### src/sv/cmqs_pkg.sv
package cmqs_pkg;

  // operand width the magnitude stage squares; larger deltas are pre-scaled down to it
  localparam int unsigned NORM_W = 62;

  // pipeline advance and the valid bit entering a square-root chain
  typedef struct packed {
    logic adv;
    logic valid;
  } cmqs_ctl_t;

endpackage

### src/sv/cmqs_mul.sv
module cmqs_mul #(
  parameter int unsigned W = 32
) (
  input  logic             clk,
  input  logic             en,
  input  logic [W-1:0]     a,
  input  logic [W-1:0]     b,
  output logic [2*W-1:0]   p
);
  import cmqs_pkg::*;

  localparam int unsigned L = W / 2;
  localparam int unsigned H = W - L;

  logic [2*H-1:0] hh_r;
  logic [H+L-1:0] hl_r;
  logic [H+L-1:0] lh_r;
  logic [2*L-1:0] ll_r;
  logic [2*W-1:0] p_r;
  logic [2*W-1:0] p_nxt;

  // split into half-width partial products, registered, then summed into the product register
  always_ff @(posedge clk) begin
    if (en) begin
      hh_r <= a[W-1:L] * b[W-1:L];
      hl_r <= a[W-1:L] * b[L-1:0];
      lh_r <= a[L-1:0] * b[W-1:L];
      ll_r <= a[L-1:0] * b[L-1:0];
      p_r  <= p_nxt;
    end
  end

  always_comb begin
    p_nxt = ((2*W)'(hh_r) << (2*L)) + (((2*W)'(hl_r) + (2*W)'(lh_r)) << L) + (2*W)'(ll_r);
  end

  assign p = p_r;

endmodule

### config.mk
export PLATFORM = sky130hd
export DESIGN_NAME = cmqs_mul
export DESIGN_NICKNAME = d
export VERILOG_FILES = /design/src/sv/cmqs_pkg.sv /design/src/sv/cmqs_mul.sv
export SDC_FILE = /design/constraint.sdc
export NUM_CORES = 2
export LEC_CHECK = 0
export ABC_AREA = 1
export BUFFER_PORTS_ARGS = -buffer_cell sky130_fd_sc_hd__buf_2
export CAP_MARGIN = 5
export CORE_MARGIN = 4
export CORE_UTILIZATION = 40
export CTS_BUF_LIST = sky130_fd_sc_hd__clkbuf_4
export CTS_CLUSTER_DIAMETER = 80
export DETAILED_ROUTE_END_ITERATION = 6
export HOLD_SLACK_MARGIN = 0.03
export PLACE_DENSITY_LB_ADDON = 0.15
export SLEW_MARGIN = 30
export SYNTH_ARGS = -nofsm -noshare
export SYNTH_HDL_FRONTEND = slang
export SYNTH_SLANG_ARGS = --single-unit
### constraint.sdc
create_clock -name clk -period 7.3 [get_ports clk]
set_input_delay 0.365 -clock clk [delete_from_list [all_inputs] [get_ports clk]]
set_output_delay 0.365 -clock clk [all_outputs]
set_load 0.005 [all_outputs]
==> run summary <==
ROUTE
----------------------------------------------------------------------------
Detailed router's first-iteration violation count                       2494
Vias per inst                                                           4.90
DRC violation count after routing                                          0
Routed wire per std cell                                             18.2 um
Detailed-route wire length                                         145000 um
Total via count after detailed routing                                 39100
Final ANT Viol Nets                                                        0
Number of iterations in the first detailed-routing pass                    6

LAYOUT
----------------------------------------------------------------------------
Growth of design area from synthesis to finish                         5.60%
# fillers                                                              12400
Final standard cell utilization of the core                            42.6%
Commonest non-fill, non-tap cells in the layout                 sky130_fd_sc_hd__nand2_1, sky130_fd_sc_hd__inv_1, sky130_fd_sc_hd__fa_1
Number of nets in the layout                                            7755
Most common library cell in the layout ignoring fill and taps   sky130_fd_sc_hd__nand2_1
Share of post-route cells with drive strength above 1                  4.50%

STA
----------------------------------------------------------------------------
Accumulated negative setup slack                                        0 ns
Worst Skew                                                         0.0472 ns
Achievable clock frequency                                           182 MHz
Clock period minus worst slack                                       5.51 ns
Setup repair after global routing missed its margin                       no
Worst relative slew slack                                              31.8%
Pin slew with the least headroom to its limit                        1.02 ns
Final number of max-transition violations                                  0
Number of failing setup endpoints in the final timing report               0
Hold WS                                                             0.183 ns
Final hold viol count                                                      0
Final period util                                                      75.4%

FLOORPLANNING
----------------------------------------------------------------------------
Die X-Extent                                                          353 um
Die footprint                                                     125000 um2
Initial standard-cell utilization of the core                          40.4%
Row cnt                                                                  126
Die Ht                                                                353 um
I/O pin total                                                            130
Area of the placeable core                                        118000 um2

CLOCKING
----------------------------------------------------------------------------
Clock tree from TritonCTS                                               done
# clock sinks                                                            192
Count of H-tree levels built during CTS                                    4
Number of hold-repair buffers added at the cts stage                       0
Clock transition at path regs                                        0.19 ns
Clock insertion delay at the later pin of the skew report            0.78 ns
Number of gates given a new drive strength after cts                       0
Root Buffer Master                                              sky130_fd_sc_hd__clkbuf_4
Max Root-Sink Buffers                                                      2
Number of CTS-inserted buffers                                            17
Post-CTS Repair Setup Buffers                                              0

SYNTH
----------------------------------------------------------------------------
Proportion of synthesized chip area in sequential cells                12.1%
Synth Register Bits                                                      192
Number of synthesized flops with an enable pin                           192
Cell area after synthesis                                          47700 um2
Post-synthesis async set-or-reset flop share                              0%
Post-synthesis net count                                                7731
Count of mapped cells out of synthesis                                  6406
Predominant post-synthesis flop cell                            sky130_fd_sc_hd__edfxtp_1
Yosys Warn Count                                                           0
Number of distinct library cells after synthesis                          32
Post-synthesis average cell area                                    7.45 um2

WORST SETUP PATH
----------------------------------------------------------------------------
FF-to-FF setup slack                                                 3.32 ns
Worst Path Max Fanout                                                     32
Critical Setup Path Class                                       input pin to register
Startpoint of the worst-slack reg-to-reg timing path                 lh_r[4]
Crit path capture type                                              register
Cells on worst reg2reg path                                               19
Endpoint arrival time on the critical path                           6.03 ns
Kind of start point of the critical path                           input pin
Endpoint of the worst register-to-register path                        p[58]
CP Data Required Time                                                7.82 ns

GLOBAL ROUTE
----------------------------------------------------------------------------
Maximum number of pins on one net before global-route repair              69
GRT Resource Usage Total                                               23.6%
First-pass GRT wire length                                         231000 um
Antenna violations before repair                                           9
Grt total ovfl                                                             0
Number of global-route vias before repair                              40700

MIN PATH
----------------------------------------------------------------------------
Hold_sp                                                                   en
WHS Endpoint                                                            p[8]
WHS Path Cells                                                             1
Min-delay worst type                                            input pin to register

PLACEMENT
----------------------------------------------------------------------------
IO buf count                                                             129
RD Place Congestion                                                    0.909
Final HPWL from detailed placement                                 121000 um

FLOW RUN
----------------------------------------------------------------------------
Max-cap violations                                                         0

OUTCOME
----------------------------------------------------------------------------
Run status                                                      complete, no violations

==> registers in the layout, summed over array words and instances, names as in the netlist <==
register and cells:
hh_r 32, hl_r 32, lh_r 32, ll_r 32
p 64
==> cells in the mapped netlist (6+ instances only) <==
library cell | count | area (um2)
sky130_fd_sc_hd__nand2_1 | 1955 | 7340
sky130_fd_sc_hd__inv_1 | 1765 | 6630
sky130_fd_sc_hd__fa_1 | 778 | 15600
sky130_fd_sc_hd__ha_1 | 481 | 6020
sky130_fd_sc_hd__nor2_1 | 228 | 856
sky130_fd_sc_hd__a21oi_1 | 195 | 976
sky130_fd_sc_hd__clkbuf_1 | 192 | 721
sky130_fd_sc_hd__edfxtp_1 | 192 | 5770
sky130_fd_sc_hd__nand3_1 | 182 | 911
sky130_fd_sc_hd__o21ai_0 | 102 | 510
sky130_fd_sc_hd__xor2_1 | 88 | 771
sky130_fd_sc_hd__nand4_1 | 58 | 363
sky130_fd_sc_hd__nor3_1 | 56 | 280
sky130_fd_sc_hd__nand2_2 | 19 | 119
sky130_fd_sc_hd__xnor2_1 | 17 | 149
sky130_fd_sc_hd__nor2_2 | 16 | 100
sky130_fd_sc_hd__o21a_1 | 14 | 105
sky130_fd_sc_hd__a21o_1 | 13 | 97.6
sky130_fd_sc_hd__o21bai_1 | 12 | 90.1
sky130_fd_sc_hd__inv_2 | 7 | 26.3
sky130_fd_sc_hd__nand3_2 | 7 | 70.1
sky130_fd_sc_hd__nor2_4 | 7 | 78.8
sky130_fd_sc_hd__o211ai_1 | 6 | 45.0
==> metal layers <==
layer	up-vias	global-route usage, %	share of wire [%]
met2	926	40.5	47
li1	18800	-	-
met5	-	0	0.0089
met1	19200	32.7	46
met4	2	5.60	2.4
met3	157	1.83	4.7
==> cells by family (layout without fill, tap and decap cells) <==
| logic type | Yosys count | count (layout) | share of synthesized area, % |
|---|---|---|---|
| AOI/OAI and AO/OA | 347 | 347 | 3.91 |
| xor gates and xnor gates | 105 | 105 | 1.93 |
| adders and majority gates | 1259 | 1259 | 45.2 |
| buffers and inverters | 1964 | 1999 | 15.4 |
| DFF | 192 | 192 | 12.1 |
| other | 0 | 5 | 0 |
| and+or+nand+nor | 2539 | 2539 | 21.4 |
==> critical path: stages <==
cell	delay, ns
sky130_fd_sc_hd__buf_2	0.73
sky130_fd_sc_hd__nand2_1	0.17
sky130_fd_sc_hd__fa_1	0.54
sky130_fd_sc_hd__fa_1	0.52
sky130_fd_sc_hd__inv_1	0.06
sky130_fd_sc_hd__fa_1	0.57
sky130_fd_sc_hd__fa_1	0.43
sky130_fd_sc_hd__fa_1	0.49
sky130_fd_sc_hd__inv_1	0.05
sky130_fd_sc_hd__fa_1	0.49
sky130_fd_sc_hd__inv_1	0.05
sky130_fd_sc_hd__ha_1	0.41
sky130_fd_sc_hd__nand2_1	0.13
sky130_fd_sc_hd__nor2_1	0.15
sky130_fd_sc_hd__inv_1	0.11
sky130_fd_sc_hd__nor3_1	0.39
sky130_fd_sc_hd__nand3_1	0.17
sky130_fd_sc_hd__nand4_1	0.11
sky130_fd_sc_hd__nand2_1	0.06
==> cell type report <==
class | instances | area [um2] | area share, %
clock inverters | 13 | 151 | 0.300
repair buffers | 197 | 1180 | 2.34
flip-flops and latches | 192 | 5770 | 11.4
multi-input cells | 4250 | 34600 | 68.6
clock buffers | 17 | 128 | 0.253
diodes | 5 | 12.5 | 0.0248
inverters | 1772 | 6650 | 13.2
well taps | 1536 | 1920 | 3.81
==> worst max-delay path by stage <==
stage | from | endpoint | slack, ns | cells past startpoint
floorplan | a[26] | hl_r[24] | 2.09 | 20
global placement | b[10] | ll_r[26] | 1.03 | 19
detailed placement | b[10] | ll_r[26] | 1.02 | 19
CTS | b[10] | ll_r[26] | 1.91 | 19
global route | a[23] | hh_r[25] | 1.58 | 21
finish | b[8] | ll_r[26] | 1.79 | 19
==> through the flow <==
stage | area, um2 | setup slack (ns) | cells
floorplan | 47700 | 2.09 | 6406
CTS | 50400 | 1.91 | 7977
finish | 50400 | 1.79 | 7982
detailed placement | 50100 | 1.02 | 7947
global route | 50400 | 1.58 | 7978
global placement | 50100 | 1.03 | 7947
Power is left out: the tool's default activity adds up to more than one toggle a clock period on the data nets, which glitch-free logic cannot reach.
